--- config.mk ---
export PLATFORM = sky130hd
export DESIGN_NAME = bounded_stack_with_search
export DESIGN_NICKNAME = d
export VERILOG_FILES = /design/src/hw/rtl/bss_pkg.sv /design/src/hw/rtl/bss_cell.sv /design/src/hw/rtl/bounded_stack_with_search.sv
export SDC_FILE = /design/constraint.sdc
export NUM_CORES = 1
export LEC_CHECK = 0
export BUFFER_PORTS_ARGS = -buffer_cell sky130_fd_sc_hd__clkbuf_2
export CAP_MARGIN = 5
export CELL_PAD_IN_SITES_DETAIL_PLACEMENT = 1
export CELL_PAD_IN_SITES_GLOBAL_PLACEMENT = 1
export CORE_MARGIN = 8
export CORE_UTILIZATION = 45
export CTS_BUF_LIST = sky130_fd_sc_hd__clkbuf_2
export DETAILED_ROUTE_END_ITERATION = 7
export GPL_TIMING_DRIVEN = 1
export HOLD_SLACK_MARGIN = 0.02
export PLACE_DENSITY = 0.73
export SKIP_CTS_REPAIR_TIMING = 1
export SLEW_MARGIN = 10
export SYNTH_ARGS = -nofsm -noshare
export SYNTH_HDL_FRONTEND = slang
export SYNTH_SLANG_ARGS = --single-unit
--- constraint.sdc ---
create_clock -name i_clk -period 6.35 [get_ports i_clk]
set_input_delay 0.635 -clock i_clk [delete_from_list [all_inputs] [get_ports i_clk]]
set_output_delay 0.635 -clock i_clk [all_outputs]
set_load 0.1 [all_outputs]
--- src/hw/rtl/bss_pkg.sv ---
`default_nettype none
// ----------------------------------------------------------------------------
// bss_pkg: shared types and codes for the bounded stack with search
// Beat layouts, action and status codes, and the per-cell command.
// ----------------------------------------------------------------------------
package bss_pkg;

    localparam int DEPTH_DEF     = 8;
    localparam int WORD_BITS_DEF = 32;
    localparam int WORD_W        = 32;  // width of the word field on the port
    localparam int POS_W         = 4;
    localparam int CNT_W         = 4;
    localparam int ACT_W         = 3;
    localparam int STS_W         = 3;

    // actions
    localparam logic [ACT_W-1:0] ACT_PUSH    = 3'd0;
    localparam logic [ACT_W-1:0] ACT_POP     = 3'd1;
    localparam logic [ACT_W-1:0] ACT_REWRITE = 3'd2;
    localparam logic [ACT_W-1:0] ACT_FIND    = 3'd3;
    localparam logic [ACT_W-1:0] ACT_REMOVE  = 3'd4;

    // status codes
    localparam logic [STS_W-1:0] ST_OK       = 3'd0;
    localparam logic [STS_W-1:0] ST_FULL     = 3'd1;
    localparam logic [STS_W-1:0] ST_EMPTY    = 3'd2;
    localparam logic [STS_W-1:0] ST_RANGE    = 3'd3;
    localparam logic [STS_W-1:0] ST_BEYOND   = 3'd4;
    localparam logic [STS_W-1:0] ST_NOTFOUND = 3'd5;

    // cell command kinds
    localparam logic [1:0] CMD_HOLD  = 2'd0;
    localparam logic [1:0] CMD_PUSH  = 2'd1;  // every cell takes its upper neighbor
    localparam logic [1:0] CMD_WRITE = 2'd2;  // cell at idx loads the word
    localparam logic [1:0] CMD_PULL  = 2'd3;  // cells at idx and below take lower neighbor

    typedef struct packed {
        logic [ACT_W-1:0]  action;
        logic [POS_W-1:0]  position;
        logic [WORD_W-1:0] word;
    } t_in;

    typedef struct packed {
        logic [STS_W-1:0] status;
        logic [POS_W-1:0] found_position;
        logic [CNT_W-1:0] entry_count;
    } t_out;

    typedef struct packed {
        logic [1:0]        kind;
        logic [POS_W-1:0]  idx;
        logic [WORD_W-1:0] word;  // data to load, or search key
    } t_cmd;

endpackage
`default_nettype wire

--- src/hw/rtl/bss_cell.sv ---
`default_nettype none
// ----------------------------------------------------------------------------
// bss_cell: one stack slot
// Holds one word, shifts with its neighbors and compares against the key.
// ----------------------------------------------------------------------------
module bss_cell #(
    parameter int INDEX  = 0,
    parameter int W      = bss_pkg::WORD_BITS_DEF
) (
    input  wire                  i_clk,
    input  wire  bss_pkg::t_cmd  i_cmd,
    input  wire  [W-1:0]         i_prev,        // word of the cell above
    input  wire  [W-1:0]         i_next,        // word of the cell below
    input  wire                  i_valid,       // slot holds a stored word
    input  wire                  i_found_above,
    output logic [W-1:0]         o_word,
    output logic                 o_found_above,
    output logic                 o_first_hit
);

    logic [W-1:0] r_word;
    logic [W-1:0] n_word;
    logic         hit;

    always_comb begin
        n_word = r_word;
        unique case (i_cmd.kind)
            bss_pkg::CMD_PUSH: n_word = i_prev;
            bss_pkg::CMD_WRITE: begin
                if (i_cmd.idx == bss_pkg::POS_W'(INDEX)) n_word = i_cmd.word[W-1:0];
            end
            bss_pkg::CMD_PULL: begin
                if (bss_pkg::POS_W'(INDEX) >= i_cmd.idx) n_word = i_next;
            end
            default: n_word = r_word;
        endcase
    end

    always_ff @(posedge i_clk) begin
        r_word <= n_word;
    end

    assign hit           = i_valid && (r_word == i_cmd.word[W-1:0]);
    assign o_first_hit   = hit && !i_found_above;
    assign o_found_above = hit || i_found_above;
    assign o_word        = r_word;

endmodule
`default_nettype wire

--- src/hw/rtl/bounded_stack_with_search.sv ---
`default_nettype none
// ----------------------------------------------------------------------------
// bounded_stack_with_search: LIFO stack of DEPTH words with search
// The result beat is registered and appears in the cycle after start is taken.
// Throughput: one action per cycle; busy stays low, as every action
// completes in the single pass through the cell row.
// Reset (synchronous, active low) empties the stack and drops any pending
// result; stored words are not cleared. The receiver cannot stall results.
// ----------------------------------------------------------------------------
module bounded_stack_with_search #(
    parameter int DEPTH     = bss_pkg::DEPTH_DEF,
    parameter int WORD_BITS = bss_pkg::WORD_BITS_DEF
) (
    input  wire                 i_clk,
    input  wire                 i_rst_n,
    input  wire                 start,
    input  wire bss_pkg::t_in   i_cmd,
    output logic                busy,
    output logic                o_strobe,
    output bss_pkg::t_out       o_result
);

    // Only the low bits of the word that fit in a slot are kept or compared.
    localparam int KEEP = (WORD_BITS < bss_pkg::WORD_W) ? WORD_BITS : bss_pkg::WORD_W;

    // Cell 0 is the top of the stack (position 1); cell k is position k+1.
    logic [KEEP-1:0]          cell_word [DEPTH];
    logic [DEPTH:0]           found_chain;
    logic [DEPTH-1:0]         first_hit;

    logic [bss_pkg::CNT_W-1:0] r_count, n_count;
    logic                      r_strobe;
    bss_pkg::t_out             r_result, n_result;
    bss_pkg::t_cmd             cmd;
    logic                      accept;
    logic                      empty, full, pos_bad, pos_beyond;
    logic [bss_pkg::POS_W-1:0] hit_pos;

    assign busy   = 1'b0;
    assign accept = start && !busy;

    assign empty      = (r_count == '0);
    assign full       = ({1'b0, r_count} >= (bss_pkg::CNT_W + 1)'(DEPTH));
    assign pos_bad    = (i_cmd.position == '0) ||
                        ({1'b0, i_cmd.position} > (bss_pkg::POS_W + 1)'(DEPTH));
    assign pos_beyond = (i_cmd.position > r_count);

    // Topmost hit: the found flag ripples down the cell row, so at most one
    // cell reports a first hit and its position can be OR-ed out.
    assign found_chain[0] = 1'b0;

    always_comb begin
        hit_pos = '0;
        for (int k = 0; k < DEPTH; k++) begin
            if (first_hit[k]) hit_pos = hit_pos | bss_pkg::POS_W'(k + 1);
        end
    end

    // Decode the action into one command broadcast to every cell, plus the
    // result beat and the new count.
    always_comb begin
        cmd.kind = bss_pkg::CMD_HOLD;
        cmd.idx  = i_cmd.position - 1'b1;
        cmd.word = i_cmd.word;
        n_count  = r_count;
        n_result.status         = bss_pkg::ST_OK;
        n_result.found_position = '0;

        unique case (i_cmd.action) inside
            bss_pkg::ACT_PUSH: begin
                if (full) begin
                    n_result.status = bss_pkg::ST_FULL;
                end else begin
                    cmd.kind = bss_pkg::CMD_PUSH;
                    n_count  = r_count + 1'b1;
                end
            end
            bss_pkg::ACT_POP: begin
                if (empty) begin
                    n_result.status = bss_pkg::ST_EMPTY;
                end else begin
                    cmd.kind = bss_pkg::CMD_PULL;
                    cmd.idx  = '0;
                    n_count  = r_count - 1'b1;
                end
            end
            bss_pkg::ACT_FIND: begin
                if (empty) begin
                    n_result.status = bss_pkg::ST_EMPTY;
                end else if (found_chain[DEPTH]) begin
                    n_result.found_position = hit_pos;
                end else begin
                    n_result.status = bss_pkg::ST_NOTFOUND;
                end
            end
            bss_pkg::ACT_REWRITE, bss_pkg::ACT_REMOVE: begin
                if (empty) begin
                    n_result.status = bss_pkg::ST_EMPTY;
                end else if (pos_bad) begin
                    n_result.status = bss_pkg::ST_RANGE;
                end else if (pos_beyond) begin
                    n_result.status = bss_pkg::ST_BEYOND;
                end else if (i_cmd.action == bss_pkg::ACT_REWRITE) begin
                    cmd.kind = bss_pkg::CMD_WRITE;
                end else begin
                    // close the gap: words below the removed one move up
                    cmd.kind = bss_pkg::CMD_PULL;
                    n_count  = r_count - 1'b1;
                end
            end
            default: ;  // unused codes: no change, ok status
        endcase

        if (!accept) cmd.kind = bss_pkg::CMD_HOLD;
        n_result.entry_count = n_count;
    end

    // Cell row
    for (genvar k = 0; k < DEPTH; k++) begin : g_cell
        logic [KEEP-1:0] prev_w, next_w;
        logic            valid;

        if (k == 0) begin : g_top
            assign prev_w = i_cmd.word[KEEP-1:0];
        end else begin : g_mid
            assign prev_w = cell_word[k-1];
        end

        if (k == DEPTH - 1) begin : g_bottom
            assign next_w = cell_word[k];
        end else begin : g_inner
            assign next_w = cell_word[k+1];
        end

        assign valid = ((bss_pkg::CNT_W + 1)'(k) < {1'b0, r_count});

        bss_cell #(
            .INDEX (k),
            .W     (KEEP)
        ) u_cell (
            .i_clk         (i_clk),
            .i_cmd         (cmd),
            .i_prev        (prev_w),
            .i_next        (next_w),
            .i_valid       (valid),
            .i_found_above (found_chain[k]),
            .o_word        (cell_word[k]),
            .o_found_above (found_chain[k+1]),
            .o_first_hit   (first_hit[k])
        );
    end

    // Control state
    always_ff @(posedge i_clk) begin
        if (!i_rst_n) begin
            r_count  <= '0;
            r_strobe <= 1'b0;
        end else begin
            r_strobe <= accept;
            if (accept) r_count <= n_count;
        end
    end

    // Result beat register
    always_ff @(posedge i_clk) begin
        if (accept) r_result <= n_result;
    end

    assign o_strobe = r_strobe;
    assign o_result = r_result;

endmodule
`default_nettype wire
# After elaboration in Yosys (flattened, before gate mapping)

Cells that the tools add are included.

Bits in writable memories: 0
Memories: 0
Bits in latches: 0
Bits of input ports: 42
Memory bits (read-only): 0
Bits in registers: 272
Word-level logic and storage cells: 174

Reduce and logical (&&, ||, !) cells: 46
Equality and inequality tests: 37
Multiply operators: 0
Div/mod/pow operators: 0
Multiplexer cells: 55
Bitwise operators: 2
Shift operators: 0
$add $sub $neg: 3
Order comparisons: 18

Operators with widths:

| kind                                                                     | number |
|---|---|
| 32-bit one-hot mux with 3 select lines                                   | 7 |
| 32-bit two-way mux                                                       | 15 |
| 32-bit == test                                                           | 8 |
| 32-bit one-hot mux with 2 select lines                                   | 1 |
| 4-bit two-way mux                                                        | 8 |
| 2-bit by 1-bit inequality test with 1-bit output (second input constant) | 15 |
| 3-bit two-way mux                                                        | 9 |
| 3-bit AND reduction                                                      | 7 |
| 4-bit by 3-bit == test with 1-bit output (second input constant)         | 4 |
| 3-bit by 4-bit < comparator with 1-bit output (first input constant)     | 4 |
| 1-bit logical AND                                                        | 15 |
| 2-bit two-way mux                                                        | 7 |
| 3-bit by 4-bit >= comparator with 1-bit output (first input constant)    | 3 |
| 4-bit logical NOT                                                        | 3 |
| 3-bit one-hot mux with 4 select lines                                    | 1 |
| 4-bit one-hot mux with 3 select lines                                    | 1 |
| 4-bit by 2-bit == test with 1-bit output (second input constant)         | 2 |
| 1-bit by 4-bit >= comparator with 1-bit output (first input constant)    | 2 |
| 2-bit by 4-bit >= comparator with 1-bit output (first input constant)    | 2 |
| 1-bit logical OR                                                         | 8 |
| 1-bit by 4-bit < comparator with 1-bit output (first input constant)     | 2 |
| 2-bit by 4-bit < comparator with 1-bit output (first input constant)     | 2 |
| 4-bit by 1-bit subtractor with 4-bit output (second input constant)      | 2 |
| 1-bit logical NOT                                                        | 7 |
| other kinds (20)                                                         | 26 |

# Logic depth before layout (Yosys ltp)

Gate-level depths: netlist of the first run.

Depth after elaboration: 12
Mapped depth: 15

# Modules after synthesis

From an unflattened synthesis of the first run, not the netlist that was laid out.

Cells, all modules: 1690
Area, all modules: 17576.9 µm²

Modules (own cells, without submodules):

| module                       | area each (µm²) | cells an instance | sequential area each (µm²) | instances |
|---|---|---|---|---|
| bss_cell at g_cell[5].u_cell | 2044.5          | 195               | 960.9                      | 1 |
| bss_cell at g_cell[4].u_cell | 2040.7          | 191               | 960.9                      | 1 |
| bss_cell at g_cell[7].u_cell | 2020.7          | 194               | 960.9                      | 1 |
| bss_cell at g_cell[6].u_cell | 2011.9          | 190               | 960.9                      | 1 |
| bss_cell at g_cell[2].u_cell | 2009.4          | 189               | 960.9                      | 1 |
| bss_cell at g_cell[0].u_cell | 2003.2          | 187               | 960.9                      | 1 |
| bss_cell at g_cell[3].u_cell | 2003.2          | 188               | 960.9                      | 1 |
| bss_cell at g_cell[1].u_cell | 2001.9          | 188               | 960.9                      | 1 |
| bounded_stack_with_search    | 1441.4          | 168               | 430.4                      | 1 |

# Worst setup path after synthesis of the first run

Ideal clock, no wire load.

Path type: input-to-reg
Start: in i_cmd[32] in the netlist's numbering
End: reg g_cell[1].u_cell.r_word[0] (enable)
Stages on the path: 13
Path slack: 1.247 ns
Path buffers: 3
Library setup time: 0.466 ns
Data arrival time: 4.638 ns
Required time: 5.884 ns
Cell sequence: clkbuf_1 -> inv_1 -> ha_1 -> nor2b_1 -> o21a_1 -> o21a_1 -> o21ai_4 -> nor2b_1 -> o21ai_1 -> buf_2 -> buf_2 -> nand2b_1 -> o21ai_0

Longest elaborated chain between the ends: 9
Elaborated cells between the ends (all ways): 21
Classes of those cells: add/sub (1); order compare (3); eq/ne (6); mux (7); reduce/logical (4)

Ends and longest elaborated chain:

| element                                                                                                 | RTL line                                                          | text |
|---|---|---|
| from (decl)                                                                                             | bounded_stack_with_search.sv:17                                   | `input wire bss_pkg::t_in i_cmd,` |
| 4-bit greater-than comparator (tied with other cells)                                                   | bounded_stack_with_search.sv:46                                   | `assign pos_beyond = (i_cmd.position > r_count);` |
| 2-bit two-way mux or 1-bit logical OR (tied branches)                                                   | bounded_stack_with_search.sv:101, bounded_stack_with_search.sv:44 |  |
| 2-bit two-way mux                                                                                       | bounded_stack_with_search.sv:99                                   | `end else if (pos_bad) begin` |
| 2-bit two-way mux                                                                                       | bounded_stack_with_search.sv:97                                   | `if (empty) begin` |
| 2-bit one-hot mux with 3 select lines                                                                   | bounded_stack_with_search.sv:69                                   | `unique case (i_cmd.action) inside` |
| 2-bit two-way mux                                                                                       | bounded_stack_with_search.sv:114                                  | `if (!accept) cmd.kind = bss_pkg::CMD_HOLD;` |
| 2-bit == test or 2-bit by 1-bit == test with 1-bit output (tied branches)                               | bss_cell.sv:27                                                    | `unique case (i_cmd.kind)` |
| 2-bit by 1-bit inequality test with 1-bit output (no source line) or 3-bit nonzero test (tied branches) | -                                                                 |  |
| 3-bit AND reduction (no source line) *                                                                  | -                                                                 |  |
| to (signal assigned)                                                                                    | bss_cell.sv:40                                                    | `r_word <= n_word;` |
| to (decl)                                                                                               | bss_cell.sv:21                                                    | `logic [W-1:0] r_word;` |

Every way passes the cells marked *; elsewhere a longest branch is shown, timed or not.
A chain may end at the register's enable or synchronous reset.

# Final worst setup path of the first run

Start: reg r_count[1] in the netlist's numbering
End: reg g_cell[4].u_cell.r_word[12] (enable)

Longest elaborated chain between the ends: 9
Elaborated cells between the ends (all ways): 20
Classes of those cells: order compare (3); eq/ne (6); mux (8); reduce/logical (3)

Ends and longest elaborated chain:

| element                                                                                                 | RTL line                         | text |
|---|---|---|
| from (decl)                                                                                             | bounded_stack_with_search.sv:31  | `logic [bss_pkg::CNT_W-1:0] r_count, n_count;` |
| from (signal assigned)                                                                                  | bounded_stack_with_search.sv:160 | `if (accept) r_count <= n_count;` |
| 4-bit greater-than comparator                                                                           | bounded_stack_with_search.sv:46  |  |
| 2-bit two-way mux                                                                                       | bounded_stack_with_search.sv:101 | `end else if (pos_beyond) begin` |
| 2-bit two-way mux                                                                                       | bounded_stack_with_search.sv:99  |  |
| 2-bit two-way mux                                                                                       | bounded_stack_with_search.sv:97  |  |
| 2-bit one-hot mux with 3 select lines                                                                   | bounded_stack_with_search.sv:69  |  |
| 2-bit two-way mux                                                                                       | bounded_stack_with_search.sv:114 |  |
| 2-bit == test or 2-bit by 1-bit == test with 1-bit output (tied branches)                               | bss_cell.sv:27                   |  |
| 2-bit by 1-bit inequality test with 1-bit output (no source line) or 3-bit nonzero test (tied branches) | -                                |  |
| 3-bit AND reduction (no source line) *                                                                  | -                                |  |
| to (signal assigned)                                                                                    | bss_cell.sv:40                   |  |
| to (decl)                                                                                               | bss_cell.sv:21                   |  |

Marked as above.

==> results by group, run 1 <==
Status
  – Outcome: completed

Setup path
  – Max FO, Critical Path: between 40 and 50
  – Crit path top cell by count: o21a_1
  – Flop-to-flop setup slack: 1.93 ns
  – Crit-path cells: inv_1 > ha_1 > nor2b_1 > o21a_1 > o21a_1 > o21ai_4 > a21bo_4 > nand3_1 > o211ai_1 > buf_4
  – Critical Path RT: 6.85 ns
  – CP max stage delay: 0.73 ns
  – Crit start category: register
  – CP max-delay cell: a21bo_4
  – WS Path Type: register to register
  – Cells on worst reg2reg path: 10
  – Reg2reg start: r_count[1]
  – Worst setup EP type: register
  – Reg2reg end: g_cell[4].u_cell.o_word[12]
  – WP data arrival: approximately 5 ns

Floorplanning
  – Io pins: 55
  – Die ar.: 0.0449 mm²
  – Die Span Y: 212 µm
  – Starting density of the core: 45.2%
  – Site Rows: between 70 and 80
  – Core area: 0.0383 mm²
  – Die Wd: 212 µm

Detailed routing
  – DR top layer: met4
  – Met3 Routed Length: 3380 µm
  – Via/cell ratio: 5.76
  – Total vias in the final route: 12.4k
  – Met2 wire length: 26,100 µm
  – Drt drc: 0
  – DR WL/cell: around 26 µm
  – Drt pass-1 iters: 5
  – Routed wire length: between 50,000 and 60,000 µm
  – Initial DRC Count: 1,030
  – Metal-1 WL: 23,900 µm
  – Remaining antenna violation count: 0

Placement
  – Routability Congestion: 0.927
  – PortBufs: 53
  – Worst slack, placed: 1.77 ns
  – Placed cells: 2,009
  – HPWL Detailed: 37,300 µm

Finish
  – Nets@finish: 1,625
  – Fraction of layout cells with a size suffix above 1: 16.9%
  – Filler Cells Inserted: 4,228
  – Area grow syn2layout: 5.49%
  – Finished Layout Cells: between 2k and 2.5k

Synthesis
  – EDFF count, synth: 267
  – Synth Register Bits: 272
  – Post-Syn Nets: 1,624
  – Syn avg cell area: 11.0 µm²
  – Post-Synth Adder-Cell Area: 0.724%
  – Post-Synth Simple-Gate Area: 9.64%
  – Library cells used by synthesis: 60
  – Post-Syn Area: 0.0173 mm²
  – Mux contribution to synthesized area: 16.0%
  – YS warnings: 0
  – Sequential area share after synthesis: 47.0%
  – Asr flop ratio synth: 0%
  – Ys flop type: edfxtp_1
  – Syn Inst Count: 1,572
  – Synth Area in XOR/XNOR: 13.4%
  – Top post-synthesis cells by area: edfxtp_1 (46%), mux2i_1 (11%), xnor2_1 (11%)
  – Yosys top cell by area: edfxtp_1
  – Yosys top cell area share: ~46%
  – Complex-gate fraction of the synthesized area: 7.87%
  – Main combinational cell family by area after synthesis: multiplexers

STA
  – Period Utilization, post-route: 69.6%
  – Fmax: 226 MHz
  – Rel. slew slack: approximately 22%
  – Min Hold Slack: 0.209 ns
  – Pins Over Slew Limit: 0
  – Fin worst setup slack: 1.93 ns
  – Final number of setup-violating endpoints: 0
  – Pin slew with the least headroom to its limit: between 1 and 1.5 ns
  – Setup TNS Final: 0 ns
  – Final hold violation count: 0
  – Final Skew: 0.0789 ns
  – Minimum clock period: 4.42 ns
  – RSZ-0062 raised after global routing: no

Power and ir drop
  – P_leak: 6.44 nW
  – Power per cell area: around 220 mW/mm²
  – Max VDD drop: 0.114 mV
  – PnR Total Power: 0.00407 W

Clocking
  – Clock Pin Slew Worst Setup and Hold Paths: 0.10 ns
  – CTS tree: yes
  – Clk Latency, worst-skew pair: approximately 0.94 ns
  – Clk sinks: about 270
  – CTS buffer count: a little under 80
  – Longest Clk Path Bufs: 3
  – H-tree depth: 3
  – Root buf cell: clkbuf_2

Job
  – Maxcap violations: 0

GRT
  – Number of global-route vias before repair: 12.6k
  – Antenna violations before repair: 4
  – Congestion Overflow GR: 0
  – Total GRT Usage: 24.4%
  – First-pass GRT wire length: 81,700 µm
  – Pin count of the biggest net entering global routing: between 200 and 300

Min path
  – Worst hold endpoint: o_result[8]
  – Min-delay src: i_cmd[36]
  – Hold Path Stages: 2
  – Hold crit path type: input port to register
==> power breakdown <==
group / switching (W) / total, W / internal [W]
sequential: 0.0000464 / 0.00208 / 0.00203
clock: 0.000796 / 0.00135 / 0.000551
combinational: 0.000420 / 0.000644 / 0.000224
total: 0.00126 / 0.00407 / 0.00280
==> flip-flops by register name, indices dropped and copies added (netlist names) <==
register and cells:
g_cell.u_cell.o_word 256, r_count 4, o_result 11, o_strobe 1
==> worst max-delay path: cells and delay by family, from the launching register on <==
| kind | cells | cell delay [ns] |
|---|---|---|
| simple gates | 2 | 0.85 |
| fa+ha+maj | 1 | 0.34 |
| compound gates | 5 | 1.59 |
| buf+inv | 2 | 0.79 |
| flops | 1 | 0.43 |
==> metal layers <==
metal / up-vias / GRT usage, %
met4: 0 / 9.42
met2: 414 / 39.8
li1: 5655 / -
met3: 95 / 3.91
met1: 6239 / 32.3
met5: - / 0
==> synthesized netlist by cell type, drive strengths merged, types with 3 or more instances <==
master / count
o21ai: 212
nor2b: 3
ha: 10
nor2: 22
nand2: 216
xor2: 50
or4: 4
edfxtp: 267
dfxtp: 5
buf: 120
nor4: 16
nor3: 16
inv: 8
clkbuf: 28
mux2: 64
mux2i: 193
nand4: 52
a31oi: 4
xnor2: 212
nand3: 10
or3: 3
and2: 4
a21oi: 14
nand2b: 5
o21a: 4
and3: 5
==> stage by stage <==
stage	utilization [%]	cell area, µm²
5_1_grt	47.6	18200
6_report	47.6	18200
4_1_cts	47.6	18200
2_1_floorplan	-	17300
3_5_place_dp	45.7	17500
3_3_place_gp	45.7	17500
==> cell usage in the layout (no fill, tap or decap), types with 21 or more instances in the layout <==
cell type,instances
nand4_1,52
mux2_4,29
mux2_2,29
o21ai_0,119
o21ai_1,85
xor2_1,50
nand2_1,215
clkbuf_2,178
nor2_1,21
xnor2_1,211
mux2i_1,193
edfxtp_1,267
==> worst max path at each step <==
| stage | startpoint | end | cells after the start |
|---|---|---|---|
| floorplan | i_cmd[32] | g_cell[1].u_cell.o_word[0] | 13 |
| CTS | r_count[1] | g_cell[4].u_cell.o_word[12] | 10 |
| global placement | i_cmd[32] | g_cell[4].u_cell.o_word[9] | 11 |
| global route | r_count[1] | g_cell[4].u_cell.o_word[12] | 10 |
| detailed placement | i_cmd[32] | g_cell[4].u_cell.o_word[3] | 11 |
| finish | r_count[1] | g_cell[4].u_cell.o_word[12] | 10 |
==> layout make-up <==
cell class	instances	area (µm²)	area share [%]
well taps	518	648	3.55
flip-flops and latches	272	8120	44.5
clock buffers	125	626	3.43
inverters	8	32.5	0.178
multi-input cells	1144	8320	45.6
repair buffers	68	405	2.22
clock inverters	14	78.8	0.432
diodes	3	7.51	0.0412
==> cells by family after synthesis <==
group | Yosys count
other | 1
buffers and inverters | 156
AND/OR/NAND/NOR | 361
AO/OA/AOI/OAI | 253
adder cells (fa/ha/maj) | 10
XOR/XNOR | 262
flip-flops | 272
multiplexers | 257
No activity file was read; power rests on OpenSTA's default activity.
==> inputs of run 2 (changes only) <==
clock period = 4.44 ns   (was 6.35 ns; I/O delays follow)
==> results by group, run 2 (synthesized netlist as in run 1, its figures left out) <==
Finish
  – Area grow syn2layout: 5.83%
  – Finished Layout Cells: 2,157
  – Max FFs per register: 256
  – Fraction of layout cells with a size suffix above 1: between 15 and 20%
  – Most frequent cells in the layout: edfxtp_1 (267), nand2_1 (215), xnor2_1 (211)
  – Filler Cells Inserted: 4,176
  – Most common cell after layout, fill and taps aside: edfxtp_1
  – Nets@finish: 1,636

GRT
  – Number of global-route vias before repair: 12.7k
  – Total GRT Usage: 24.0%
  – Antenna violations before repair: 1
  – Pin count of the biggest net entering global routing: 185
  – First-pass GRT wire length: 81,400 µm
  – Congestion Overflow GR: 0

Clocking
  – Clk sinks: ~270
  – Longest Clk Path Bufs: 3
  – CTS tree: yes
  – Root buf cell: clkbuf_2
  – H-tree depth: 3
  – Clk Latency, worst-skew pair: 0.92 ns
  – CTS buffer count: 79
  – Clock Pin Slew Worst Setup and Hold Paths: 0.11 ns

Setup path
  – WP data arrival: 4.31 ns
  – Flop-to-flop setup slack: 0.74 ns
  – Critical Path RT: between 5 and 6 ns
  – Max FO, Critical Path: 126
  – Reg2reg start: r_count[2]
  – Crit path launch: r_count[2]
  – Worst setup EP type: register
  – Setup crit end: g_cell[4].u_cell.o_word[2]
  – Reg2reg end: g_cell[4].u_cell.o_word[2]
  – Crit start category: register
  – WS Path Type: register to register
  – Cells on worst reg2reg path: 10

STA
  – Rel. slew slack: 21.7%
  – Final hold violation count: 0
  – Pins Over Slew Limit: 0
  – Final number of setup-violating endpoints: 0
  – Pin slew with the least headroom to its limit: 1.17 ns
  – Minimum clock period: between 3 and 4 ns
  – Fmax: around 270 MHz
  – RSZ-0062 raised after global routing: no
  – Period Utilization, post-route: between 80 and 90%
  – Final Skew: 0.0622 ns

Status
  – Outcome: completed

Detailed routing
  – Remaining antenna violation count: 0
  – Drt drc: 0
  – Drt pass-1 iters: 5
  – Initial DRC Count: about 1.1k
  – Via/cell ratio: 5.74
  – Total vias in the final route: 12.4k
  – Routed wire length: 54,200 µm
  – DR WL/cell: 25.1 µm

Power and ir drop
  – PnR Total Power: 0.00574 W
  – Max VDD drop: 0.116 mV
  – Power per cell area: 314 mW/mm²
  – P_leak: 6.47 nW

Floorplanning
  – Die Span Y: 212 µm
  – Starting density of the core: 45.2%
  – Io pins: 55
  – Die Wd: 212 µm
  – Die ar.: 0.0449 mm²
  – Site Rows: 72
  – Core area: 0.0383 mm²

Job
  – Maxcap violations: 0

Placement
  – PortBufs: 53
  – Placed cells: slightly above 2k
  – HPWL Detailed: 37,800 µm
  – Routability Congestion: 0.939

Min path
  – Hold crit path type: input port to register
==> run 2: critical path, cell delays in order, from the launching register on <==
cell and delay (ns):
dfxtp_1 0.67, inv_4 0.14, ha_1 0.34, o21a_1 0.13, o21a_1 0.15, o21ai_4 0.08, nor2b_1 0.17, o21ai_4 0.28
buf_12 0.44, buf_4 0.67, o21ai_0 0.23
==> run 2: metal layers <==
layer | track usage (%) | wire length, µm | vias to the layer above
li1 | - | - | 5674
met1 | 32.5 | 23700 | 6204
met2 | 38.5 | 25300 | 421
met3 | 4.36 | 3640 | 83
met4 | 8.29 | 1490 | 0
met5 | 0 | 0 | -
==> run 2: area by class of cell <==
type	count	area [µm²]	area share, %
Inverter	8	32.5	0.178
Sequential cell	272	8120	44.4
Tap cell	518	648	3.54
Clock inverter	16	63.8	0.349
Clock buffer	119	596	3.26
Antenna cell	1	2.50	0.0137
Multi-Input combinational cell	1144	8320	45.5
Timing Repair Buffer	79	515	2.82
==> run 2: worst min-delay path by stage <==
stage / start / endpoint / cells past startpoint
global route: i_cmd[36] / o_result[8] / 2
finish: i_cmd[36] / o_result[8] / 2
CTS: i_rst_n / r_count[2] / 3
detailed placement: g_cell[0].u_cell.o_word[29] / g_cell[1].u_cell.o_word[29] / 2
floorplan: r_count[0] / r_count[3] / 2
global placement: g_cell[0].u_cell.o_word[2] / g_cell[1].u_cell.o_word[2] / 2
==> run 2: metrics by stage <==
stage | hold slack (ns) | worst slack, ns | TNS [ns] | cell area (µm²) | utilization [%]
finish | 0.0389 | 0.739 | 0 | 18300 | 47.8
CTS | -0.223 | 0.807 | 0 | 18300 | 47.7
global placement | 0.560 | 0.969 | 0 | 17600 | 46.0
floorplan | 0.542 | -0.501 | -64.12 | 17300 | -
global route | 0.0278 | 0.565 | 0 | 18300 | 47.8
detailed placement | 0.575 | 0.806 | 0 | 17600 | 46.0
==> run 2: power by group <==
part | leakage [nW] | internal (W) | switching [W]
sequential | 2.48 | 0.00290 | 0.0000672
combinational | 3.46 | 0.000329 | 0.000589
clock | 0.523 | 0.000701 | 0.00115
total | 6.47 | 0.00393 | 0.00181
==> inputs of run 3 (changes only) <==
ABC_AREA = 1   (was not set)
PLACE_DENSITY = 0.77   (was 0.73)
clock period = 3.9 ns   (was 4.44 ns; I/O delays follow)
==> results by group, run 3 <==
Status
  – Outcome: completed

Finish
  – Nets@finish: 2,097
  – Most common cell after layout, fill and taps aside: nand2_1
  – Max FFs per register: 256
  – Most frequent cells in the layout: nand2_1 (642), edfxtp_1 (267), inv_1 (214)
  – Filler Cells Inserted: 4,389
  – Area grow syn2layout: 10.1%
  – Final Cell Area: 0.0182 mm²
  – Finished Core Util: 50.1%
  – Fraction of layout cells with a size suffix above 1: 12.1%
  – Finished Layout Cells: ~2.6k

Synthesis
  – Syn avg cell area: between 8 and 9 µm²
  – Top post-synthesis cells by area: edfxtp_1 (49%), nand2_1 (15%), inv_1 (4.9%)
  – EDFF count, synth: 267
  – Mux contribution to synthesized area: 0%
  – YS warnings: 0
  – Complex-gate fraction of the synthesized area: 13.0%
  – Synth Register Bits: ~270
  – Yosys top cell area share: 48.5%
  – Post-Syn Area: between 0.015 and 0.02 mm²
  – Synth top cells by count: nand2_1 (643), edfxtp_1 (267), inv_1 (214), nor2_1 (133), o21ai_0 (104)
  – Post-Synth Simple-Gate Area: between 20% and 30%
  – Asr flop ratio synth: 0%
  – Post-Synth Adder-Cell Area: 0.757%
  – Post-Syn Nets: 2,010
  – Syn Inst Count: slightly below 2k
  – Main combinational cell family by area after synthesis: simple AND/OR/NAND/NOR gates
  – Sequential area share after synthesis: ~50%
  – Yosys top cell by area: edfxtp_1
  – Ys flop type: edfxtp_1
  – Synth Area in XOR/XNOR: under 10%
  – Library cells used by synthesis: 45
  – Most frequent cell after synthesis: nand2_1

Power and ir drop
  – Power per cell area: 376 mW/mm²
  – P_leak: ~7.7 nW
  – Max VDD drop: 0.209 mV
  – PnR Total Power: around 0.007 W

Placement
  – Routability Congestion: approximately 1
  – Area after DPL: 0.0173 mm²
  – HPWL Detailed: between 40,000 and 50,000 µm
  – Placed cells: about 2.4k
  – PortBufs: 53

Detailed routing
  – DR WL/cell: around 26 µm
  – Drt pass-1 iters: 5
  – Met2 wire length: between 30,000 and 40,000 µm
  – Routed wire length: ~67,000 µm
  – Drt drc: 0
  – DR top layer: met5
  – Via/cell ratio: around 6
  – Metal-1 WL: 26,800 µm
  – Total vias in the final route: 15.3k
  – Initial DRC Count: 1,565
  – Met3 Routed Length: 6740 µm
  – Remaining antenna violation count: 0

Setup path
  – WP data arrival: 4.17 ns
  – CP max-delay cell: o21ai_0
  – Critical Path RT: 4.61 ns
  – Max FO, Critical Path: 77
  – CP max stage delay: 0.72 ns
  – WS Path Type: register to register
  – Crit path top cell by count: nand2_1
  – Worst setup EP type: register
  – Crit start category: register
  – Crit-path cells: inv_1 > ha_1 > nand2_2 > inv_2 > or2_1 > nor2_2 > nand2_1 > nand2_1 > nand2_8 > buf_4 > o21ai_0 > nand2_1

Floorplanning
  – Die Span Y: 208 µm
  – Die Wd: 208 µm
  – Die ar.: 0.0431 mm²
  – Io pins: 55
  – Core area: between 0.03 and 0.04 mm²
  – Site Rows: 70
  – Starting density of the core: ~45%

STA
  – Pins Over Slew Limit: 0
  – Rel. slew slack: 27.8%
  – Pin slew with the least headroom to its limit: 1.08 ns
  – Final hold violation count: 0
  – Period Utilization, post-route: 88.5%
  – Final number of setup-violating endpoints: 0
  – Final Skew: 0.0488 ns
  – Fmax: 290 MHz
  – Setup TNS Final: 0 ns
  – Minimum clock period: 3.45 ns
  – RSZ-0062 raised after global routing: no

Clocking
  – H-tree depth: 3
  – Clk Latency, worst-skew pair: between 1 and 1.5 ns
  – Longest Clk Path Bufs: 3
  – Clk sinks: 272
  – Clock Pin Slew Worst Setup and Hold Paths: approximately 0.11 ns
  – Root buf cell: clkbuf_2
  – CTS buffer count: 80
  – CTS tree: yes

GRT
  – Number of global-route vias before repair: around 16k
  – Total GRT Usage: slightly above 30%
  – Antenna violations before repair: 3
  – Pin count of the biggest net entering global routing: 90
  – First-pass GRT wire length: slightly below 100,000 µm
  – Congestion Overflow GR: 0

Job
  – Maxcap violations: 0

Min path
  – Hold crit path type: input port to register
-- run 3: final timing paths --
kind                                   start  depth (start not counted)                     endpoint  slack, ns
setup / recovery                  r_count[0]                         12  g_cell[7].u_cell.o_word[28]       0.45
hold / removal                     i_cmd[23]                          3  g_cell[0].u_cell.o_word[23]       0.02
setup reg to reg                  r_count[0]                         12  g_cell[7].u_cell.o_word[28]       0.45
hold reg to reg   g_cell[3].u_cell.o_word[3]                          2   g_cell[4].u_cell.o_word[3]       0.59
-- run 3: metrics by stage --
stage               hold WS (ns)  setup slack, ns
floorplan                  0.483           -0.101
finish                    0.0176            0.448
detailed placement         0.570            0.539
CTS                       -0.440            0.502
global placement           0.552            0.469
global route            -0.00580            0.369
-- run 3: routing by layer --
metal	track usage (%)	vias up
met3	7.07	182
met4	15.1	2
met1	39.5	7507
met2	47.2	859
met5	0	-
li1	-	6753
-- run 3: cells by family (layout without fill, tap and decap cells) --
family                   after synthesis  in the layout
flip-flops                           272            272
adder cells (fa/ha/maj)               10             10
buffers and inverters                310            442
other                                  1              6
AO/OA/AOI/OAI                        305            305
AND/OR/NAND/NOR                      936            936
XOR/XNOR                             124            124
-- run 3: where the power goes --
part,leakage (nW),internal [W],switching (W)
registers,2.49,0.00337,0.0000971
clock network,0.513,0.000868,0.00134
logic,4.72,0.000324,0.000832
-- run 3: area by class of cell --
class                   count  area, µm²  area share, %
diodes                      5       12.5         0.0688
clock buffers             108        541           2.97
clock inverters            19        129          0.708
inverters                 221        833           4.58
multi-input cells        1376       7230           39.7
flip-flops and latches    272       8120           44.6
well taps                 468        586           3.22
repair buffers             94        746           4.10
-- run 3: worst max-delay path: cells and delay by family (launching register included) --
family / cells / cell delay (ns)
fa+ha+maj: 1 / 0.26
compound gates: 1 / 0.72
flops: 1 / 0.50
simple gates: 7 / 1.02
buf+inv: 3 / 0.66
